File: config.mk
export PLATFORM = sky130hd
export DESIGN_NAME = pbrf_ctrl
export DESIGN_NICKNAME = d
export VERILOG_FILES = /design/src/hw/rtl/pbrf_pkg.sv /design/src/hw/rtl/pbrf_ctrl.sv
export SDC_FILE = /design/constraint.sdc
export NUM_CORES = 1
export LEC_CHECK = 0
export BUFFER_PORTS_ARGS = -buffer_cell sky130_fd_sc_hd__buf_4
export CAP_MARGIN = 20
export CORE_MARGIN = 8
export CORE_UTILIZATION = 40
export DETAILED_ROUTE_END_ITERATION = 6
export MAX_ROUTING_LAYER = met4
export PLACE_DENSITY = 0.64
export SYNTH_ARGS = -nofsm -noshare
export SYNTH_HDL_FRONTEND = slang
export SYNTH_SLANG_ARGS = --single-unit
File: constraint.sdc
create_clock -name i_clk -period 1.45 [get_ports i_clk]
set_input_delay 0.0725 -clock i_clk [delete_from_list [all_inputs] [get_ports i_clk]]
set_output_delay 0.0725 -clock i_clk [all_outputs]
set_load 0.005 [all_outputs]
File: src/hw/rtl/pbrf_pkg.sv
// shared types and constants for the polynomial bracketing root finder
package pbrf_pkg;

    localparam int MAX_DEGREE     = 6;
    localparam int NUM_COEF       = MAX_DEGREE + 1;
    localparam int MAX_ITERATIONS = 64;
    localparam int CIDX_W         = 3;
    localparam int SEC_DIV_STEPS  = 96;
    localparam int ERR_DIV_STEPS  = 64;

    localparam logic [CIDX_W-1:0] CFG_LIMIT = 3'd7;
    localparam logic [30:0] ERR_MAX   = 31'h7FFF_FFFF;
    localparam logic [63:0] T_CAP     = 64'h0000_0100_0000_0000;
    localparam logic [31:0] ERR_SCALE = 32'd6553600;
    localparam logic [63:0] S64_MAX   = 64'h7FFF_FFFF_FFFF_FFFF;
    localparam logic [63:0] S64_MIN   = 64'h8000_0000_0000_0000;

    localparam logic [1:0] ST_ITER  = 2'd0;
    localparam logic [1:0] ST_CONV  = 2'd1;
    localparam logic [1:0] ST_BAD   = 2'd2;
    localparam logic [1:0] ST_LIMIT = 2'd3;

    typedef enum logic [4:0] {
        OP_NONE, OP_LOAD, OP_EV_INIT, OP_EV_MLO, OP_EV_MHI, OP_EV_ACC,
        OP_SAVE_FLO, OP_SAVE_FHI, OP_EMIT_BAD, OP_BIS, OP_SEC_MLO, OP_SEC_MHI,
        OP_SEC_SET, OP_DIV_STEP, OP_SEC_FIN, OP_UPD, OP_ERR_SET, OP_FINISH
    } t_op;

    typedef enum logic [3:0] {
        S_IDLE, S_EV_INIT, S_EV_MLO, S_EV_MHI, S_EV_ACC, S_SAVE, S_CHECK,
        S_EST, S_SEC_MHI, S_SEC_SET, S_SDIV, S_SEC_FIN, S_ERR_SET, S_EDIV,
        S_FINISH, S_NEXT
    } t_state;

    typedef enum logic [1:0] {
        PH_LO, PH_HI, PH_EST
    } t_phase;

    typedef struct packed {
        t_op op;
    } t_cmd;

    typedef struct packed {
        logic k_zero;
        logic div_last;
        logic bad;
        logic method;
        logic done;
    } t_stat;

endpackage

File: src/hw/rtl/pbrf_ctrl.sv
// sequencer for evaluation, estimate, division and result steps
module pbrf_ctrl
    import pbrf_pkg::*;
(
    input  logic  i_clk,
    input  logic  i_rst_n,
    input  logic  i_start,
    input  t_stat i_stat,
    output t_cmd  o_cmd,
    output logic  o_busy
);

    t_state r_state, n_state;
    t_phase r_phase, n_phase;

    always_ff @(posedge i_clk) begin
        if (!i_rst_n) begin
            r_state <= S_IDLE;
            r_phase <= PH_LO;
        end else begin
            r_state <= n_state;
            r_phase <= n_phase;
        end
    end

    always_comb begin
        n_state = r_state;
        n_phase = r_phase;
        unique case (r_state)
            S_IDLE: begin
                if (i_start) begin
                    n_state = S_EV_INIT;
                    n_phase = PH_LO;
                end
            end
            S_EV_INIT: n_state = S_EV_MLO;
            S_EV_MLO:  n_state = S_EV_MHI;
            S_EV_MHI:  n_state = S_EV_ACC;
            S_EV_ACC:  n_state = i_stat.k_zero ? S_SAVE : S_EV_MLO;
            S_SAVE: begin
                unique case (r_phase)
                    PH_LO: begin
                        n_state = S_EV_INIT;
                        n_phase = PH_HI;
                    end
                    PH_HI:   n_state = S_CHECK;
                    default: n_state = S_ERR_SET;
                endcase
            end
            S_CHECK: n_state = i_stat.bad ? S_IDLE : S_EST;
            S_EST: begin
                if (i_stat.method) begin
                    n_state = S_SEC_MHI;
                end else begin
                    n_state = S_EV_INIT;
                    n_phase = PH_EST;
                end
            end
            S_SEC_MHI: n_state = S_SEC_SET;
            S_SEC_SET: n_state = S_SDIV;
            S_SDIV:    n_state = i_stat.div_last ? S_SEC_FIN : S_SDIV;
            S_SEC_FIN: begin
                n_state = S_EV_INIT;
                n_phase = PH_EST;
            end
            S_ERR_SET: n_state = S_EDIV;
            S_EDIV:    n_state = i_stat.div_last ? S_FINISH : S_EDIV;
            S_FINISH:  n_state = S_NEXT;
            S_NEXT:    n_state = i_stat.done ? S_IDLE : S_EST;
            default:   n_state = S_IDLE;
        endcase
    end

    always_comb begin
        o_cmd.op = OP_NONE;
        unique case (r_state)
            S_IDLE:    o_cmd.op = i_start ? OP_LOAD : OP_NONE;
            S_EV_INIT: o_cmd.op = OP_EV_INIT;
            S_EV_MLO:  o_cmd.op = OP_EV_MLO;
            S_EV_MHI:  o_cmd.op = OP_EV_MHI;
            S_EV_ACC:  o_cmd.op = OP_EV_ACC;
            S_SAVE: begin
                unique case (r_phase)
                    PH_LO:   o_cmd.op = OP_SAVE_FLO;
                    PH_HI:   o_cmd.op = OP_SAVE_FHI;
                    default: o_cmd.op = OP_UPD;
                endcase
            end
            S_CHECK:   o_cmd.op = i_stat.bad ? OP_EMIT_BAD : OP_NONE;
            S_EST:     o_cmd.op = i_stat.method ? OP_SEC_MLO : OP_BIS;
            S_SEC_MHI: o_cmd.op = OP_SEC_MHI;
            S_SEC_SET: o_cmd.op = OP_SEC_SET;
            S_SDIV:    o_cmd.op = OP_DIV_STEP;
            S_SEC_FIN: o_cmd.op = OP_SEC_FIN;
            S_ERR_SET: o_cmd.op = OP_ERR_SET;
            S_EDIV:    o_cmd.op = OP_DIV_STEP;
            S_FINISH:  o_cmd.op = OP_FINISH;
            default:   o_cmd.op = OP_NONE;
        endcase
    end

    assign o_busy = (r_state != S_IDLE);

endmodule

==> impl_metrics.toml, run 1 <==
[critical_path]
start_kind = "register"
crit_type = "reg2out"
crit_path_end_kind = "output pin"
cp_max_fo = 7
crit_required_ps = 1380
arrival_ps = 1360

[timing]
fin_ws_ps = 17.5
worst_pin_slew_ps = 333
drv_slew = 0
skew_ps = 1.58
hold_violations = 0
fin_tns_setup_ps = 0
max_slew_margin_pct = 77.6
fin_crit_ps = 1430
whs_ps = 87.6
max_freq_mhz = 698
finalCritPeriodShare_pct = 98.8
finalSetupViolations = 0
rsz0062_at_grt = "yes"

[die]
num_io_pins = 14
fp.dieW_microns = 55.9
floorplan.rows = 14
start_util_pct = 42.2
die_area_sq_mm = 0.00312
core_area_sq_mm = 0.00151
die_h_microns = 55.9

[layout]
layout_commonest_cell = "buf_4"
final_cell_area_sq_um = 833
utilization_pct = 55.3
layout-drive-gt1-share_pct = 39.3
final_cell_mix = "buf_4 (22), a21oi_1 (9), nand2b_1 (6)"
area_delta_synth_final_pct = 31.1
nets = 117
diodes = 0
instances_no_fill = 123

[logic_synthesis]
ys_seq_area_share_pct = 18.9
ys_top_cells_by_area = "dfxtp_1 (19%), a21oi_1 (7.1%), buf_6 (7.1%), nand2b_1 (5.9%), o21ai_0 (4.7%)"
netlist_area_sq_um = 636
synth_edf_count = 0
yosysTopAreaCellShare_pct = 18.9
yosys_warnings = 0
synth_area_leader_cell = "dfxtp_1"
synth_cell_type_count = 34
syn-instance-count = 86
synth_seq_cells = 6
syn_nets = 94
avgSynthCellArea_sq_um = 7.39
async_reset_ff_share_pct = 0
synth_ff_type = "dfxtp_1"

[place]
finalWeightedCongestion = 0.842
place_ws_ps = 42.3
dp_hpwl_microns = 1250
io_buffers = 13
placed_cell_area_sq_um = 724
dp_cells = 115

[power]
ir_drop_mv = 0.380
powerDensity_mw_per_mm2 = 562
p_total_mw = 0.468
p_leak_nw = 0.330

[drt]
ant_nets = 0
drc = 0
vias = 723
dr.pass1.iters = 4
wire_per_inst_microns = 15.0
viasPerCell = 5.88
drtIter0Drc = 22
wl_microns = 1850

[clock_tree]
cts.path.max_buffers = 2
clk-insertion-delay-late_ps = 240
path_clk_slew_ps = 40
cts-root-buf = "clkbuf_4"
htreeDepth = 1
cts_hold_buf = 0
numClockSinks = 6
cts_tree = "done"
cts_buffers = 3

[global_route]
grt_pass1_wl_microns = 2700
grt_usage_pct = 10.2
grt_pass1_vias = 614
antenna_found_initial = 0
overflow = 0
grt_start_max_net_pins = 15

[worst_hold_path]
hold_class = "in2reg"

[job]
max-cap-violations = 0

[status]
status = "finished, final reports clean"
report_power, final:
group / internal (mW) / total (mW) / switching (mW) / leakage, nW
Combinational: 0.0773 / 0.140 / 0.0628 / 0.265
Clock: 0.0933 / 0.149 / 0.0555 / 0.0138
Sequential: 0.168 / 0.180 / 0.0114 / 0.0510
critical path, stage by stage, from the launching register on:
cell and delay, ps:
dfxtp_4 370, buf_6 130, o31ai_4 160, a211oi_2 90, a211o_1 230, buf_4 130
sequential cells by signal, summed over array words and instances, names as in the netlist:
name     flops
r_phase      2
r_state      4
routing by layer:
metal / routed length (microns) / vias up / share of wire, % / GRT usage [%]
met2: 816 / 22 / 44 / 13.6
li1: - / 363 / - / -
met3: 80 / 0 / 4.3 / 2.74
met1: 950 / 338 / 51 / 14.3
met5: 0 / - / 0 / -
met4: 0 / 0 / 0 / 3.09
layout make-up:
type                    instances  area [sq um]
fillers                       160           673
repair buffers                 26           198
flip-flops and latches          6           130
clock buffers                   3          22.5
multi-input cells              69           452
well taps                      16          20.0
inverters                       3          11.3
repair_timing:
action | 4_1_cts | 5_1_grt
setup buffers | 0 | 5
endpoints found under the setup margin | 4 | 4
resized for setup | 3 | 13
pin swaps | 0 | 4
final timing paths:
| path | cells after the start | start | slack (ps) | endpoint |
|---|---|---|---|---|
| min | 2 | i_rst_n | 90 | r_state[3] |
| min reg2reg | 2 | r_phase[1] | 600 | r_phase[1] |
| max reg2reg | 6 | r_state[3] | 110 | r_state[2] |
| max | 5 | r_state[3] | 20 | o_cmd[0] |
logic make-up (layout without fill, tap and decap cells):
family / count (synthesis) / after routing / share of synthesized area, %
DFF: 6 / 6 / 18.9
AOI/OAI and AO/OA: 36 / 36 / 37.0
and+or+nand+nor: 32 / 32 / 27.0
buffers and inverters: 11 / 32 / 15.7
xor gates and xnor gates: 1 / 1 / 1.38
synthesized netlist by cell type (2+ instances only):
cell / n
buf_4: 2
o21ai_1: 2
inv_2: 2
a2bb2oi_1: 2
a22oi_1: 2
nor2_1: 6
dfxtp_1: 6
a21oi_1: 9
nor3_1: 3
o21ai_0: 6
o22ai_1: 3
buf_6: 4
a31oi_1: 3
a211oi_1: 2
nor2b_1: 4
nor3b_1: 2
and2_1: 2
nand2_1: 5
nand2b_1: 6
No activity file was read; power rests on OpenSTA's default activity.
==> run 2, diff against run 1 <==
CORE_MARGIN = unset   (was 8)
==> run 2 against run 1 <==
  * Clock-buffer cell count unchanged
  * Clock power about the same
  * Final cell count is 2.4% lower
  * Sequential share of layout area grew 0.64 points
  * Clock skew hardly changed
  * Critical path depth did not move
  * Non-clock buffer count decreased by 3
  * Total power is 1.5% lower
  * Design area shrank 2.1%
  * Sequential power down 2%
  * The flow now finishes with violations (setup timing)
==> impl_metrics.toml, run 2 (same netlist as run 1, synthesis figures left out) <==
[status]
status = "finished, violations left"
violations = "setup timing"

[die]
start_util_pct = 42.7
fp.dieW_microns = 41.9
core_area_sq_mm = 0.00149
num_io_pins = 14
die_area_sq_mm = 0.00175
die_h_microns = 41.9
floorplan.rows = 14

[critical_path]
arrival_ps = 1400
critPathTopFamily = "compound AO/OA/AOI/OAI gates"
slowest_stage = "dfxtp_4"
crit_path_end_kind = "output pin"
critPathMaxStageDelay_ps = 360
cp_max_fo = 13
r2r-start = "r_state[1]"
cp-startpoint = "r_state[2]"
crit_type = "reg2out"
start_kind = "register"
path_buf_inv = 2
cpMostUsedCell = "buf_6"
crit_required_ps = 1380
path_cells = "buf_6, o22ai_1, a211oi_2, a211o_1, buf_6"

[worst_hold_path]
holdCritStartpoint = "i_rst_n"
hold_class = "in2reg"

[place]
finalWeightedCongestion = 0.870
io_buffers = 13
dp_hpwl_microns = 1230

[timing]
drv_slew = 0
rsz0062_at_grt = "yes"
skew_ps = 1.24
max_slew_margin_pct = 77.1
hold_violations = 0
finalSetupViolations = 1
max_freq_mhz = 680
fin_crit_ps = 1470
finalCritPeriodShare_pct = 101
fin_ws_ps = -20.5
worst_pin_slew_ps = 338

[layout]
top_register = "r_state"
area_delta_synth_final_pct = 28.3
largest_registers = "r_state x4, r_phase x2"
largest_reg_flops = 4
layout_commonest_cell = "buf_4"
layout-drive-gt1-share_pct = 36.5
nets = 114
diodes = 0
final_cell_mix = "buf_4 (19), a21oi_1 (8), nand2b_1 (6), o21ai_0 (6)"
utilization_pct = 54.8

[drt]
vias = 702
ant_nets = 0
drc = 0
wire_per_inst_microns = 14.3
wl_met1_microns = 781
top_layer = "met3"
viasPerCell = 5.85
dr.pass1.iters = 4
wl_microns = 1720
route.met3.wl_microns = 102
met2_length_microns = 835
drtIter0Drc = 19

[clock_tree]
numClockSinks = 6
cts.path.max_buffers = 2
path_clk_slew_ps = 40
cts_tree = "done"
cts-root-buf = "clkbuf_4"
cts_buffers = 3
clk-insertion-delay-late_ps = 240
htreeDepth = 1

[power]
ir_drop_mv = 0.742
p_total_mw = 0.461
p_leak_nw = 0.314
powerDensity_mw_per_mm2 = 566

[global_route]
antenna_found_initial = 0
grt_usage_pct = 20.3
grt_start_max_net_pins = 14
grt_pass1_wl_microns = 2760
grt_pass1_vias = 678
overflow = 0

[job]
max-cap-violations = 0
-- run 2: area by class of cell --
type                            instances  area (sq um)
Fill cell                             140           673
Clock buffer                            3          22.5
Multi-Input combinational cell         69           448
Timing Repair Buffer                   23           181
Tap cell                               16          20.0
Inverter                                3          11.3
Sequential cell                         6           133
-- run 2: worst reg2reg max path, delay by kind of cell (launching register included) --
kind	cells	cell delay (ps)
buffers and inverters	1	140
AOI/OAI and AO/OA	3	440
DFF	1	360
and+or+nand+nor	1	360
-- run 2: worst paths after layout --
kind                end  slack (ps)  cells past startpoint
min          r_phase[0]          80                      2
max            o_cmd[0]         -20                      5
max reg2reg  r_state[0]          80                      5
min reg2reg  r_phase[1]         590                      2
-- run 2: layer usage --
metal,vias to the layer above,global-route usage (%)
li1,353,-
met1,327,24.7
met2,22,31.6
met3,0,6.09
met4,0,7.74
met5,-,-
-- run 2: through the flow --
| stage | setup slack, ps | std cells | area, sq um | hold WS (ps) | TNS, ps |
|---|---|---|---|---|---|
| after detailed placement | 41.5 | 115 | 724 | 330 | 0 |
| after global routing | -88.2 | 120 | 816 | 95.1 | -152 |
| after floorplan | 335 | 86 | 636 | 201 | 0 |
| final | -20.5 | 120 | 816 | 84.7 | -20.5 |
| after CTS | 0.0473 | 118 | 769 | 76.9 | 0 |
| after global placement | 37.5 | 115 | 724 | 322 | 0 |
-- run 2: repair_timing --
action / 4_1_cts / 5_1_grt
pin swaps: 1 / 3
hold buffers: 0 / 0
gates resized for setup: 9 / 7
setup endpoints to repair: 4 / 4
setup buffers: 0 / 2
-- run 2: where the power goes --
| group | internal, mW | switching (mW) | total (mW) |
|---|---|---|---|
| logic | 0.0753 | 0.0631 | 0.138 |
| registers | 0.166 | 0.00978 | 0.176 |
| clock network | 0.0932 | 0.0537 | 0.147 |
| total | 0.335 | 0.127 | 0.461 |
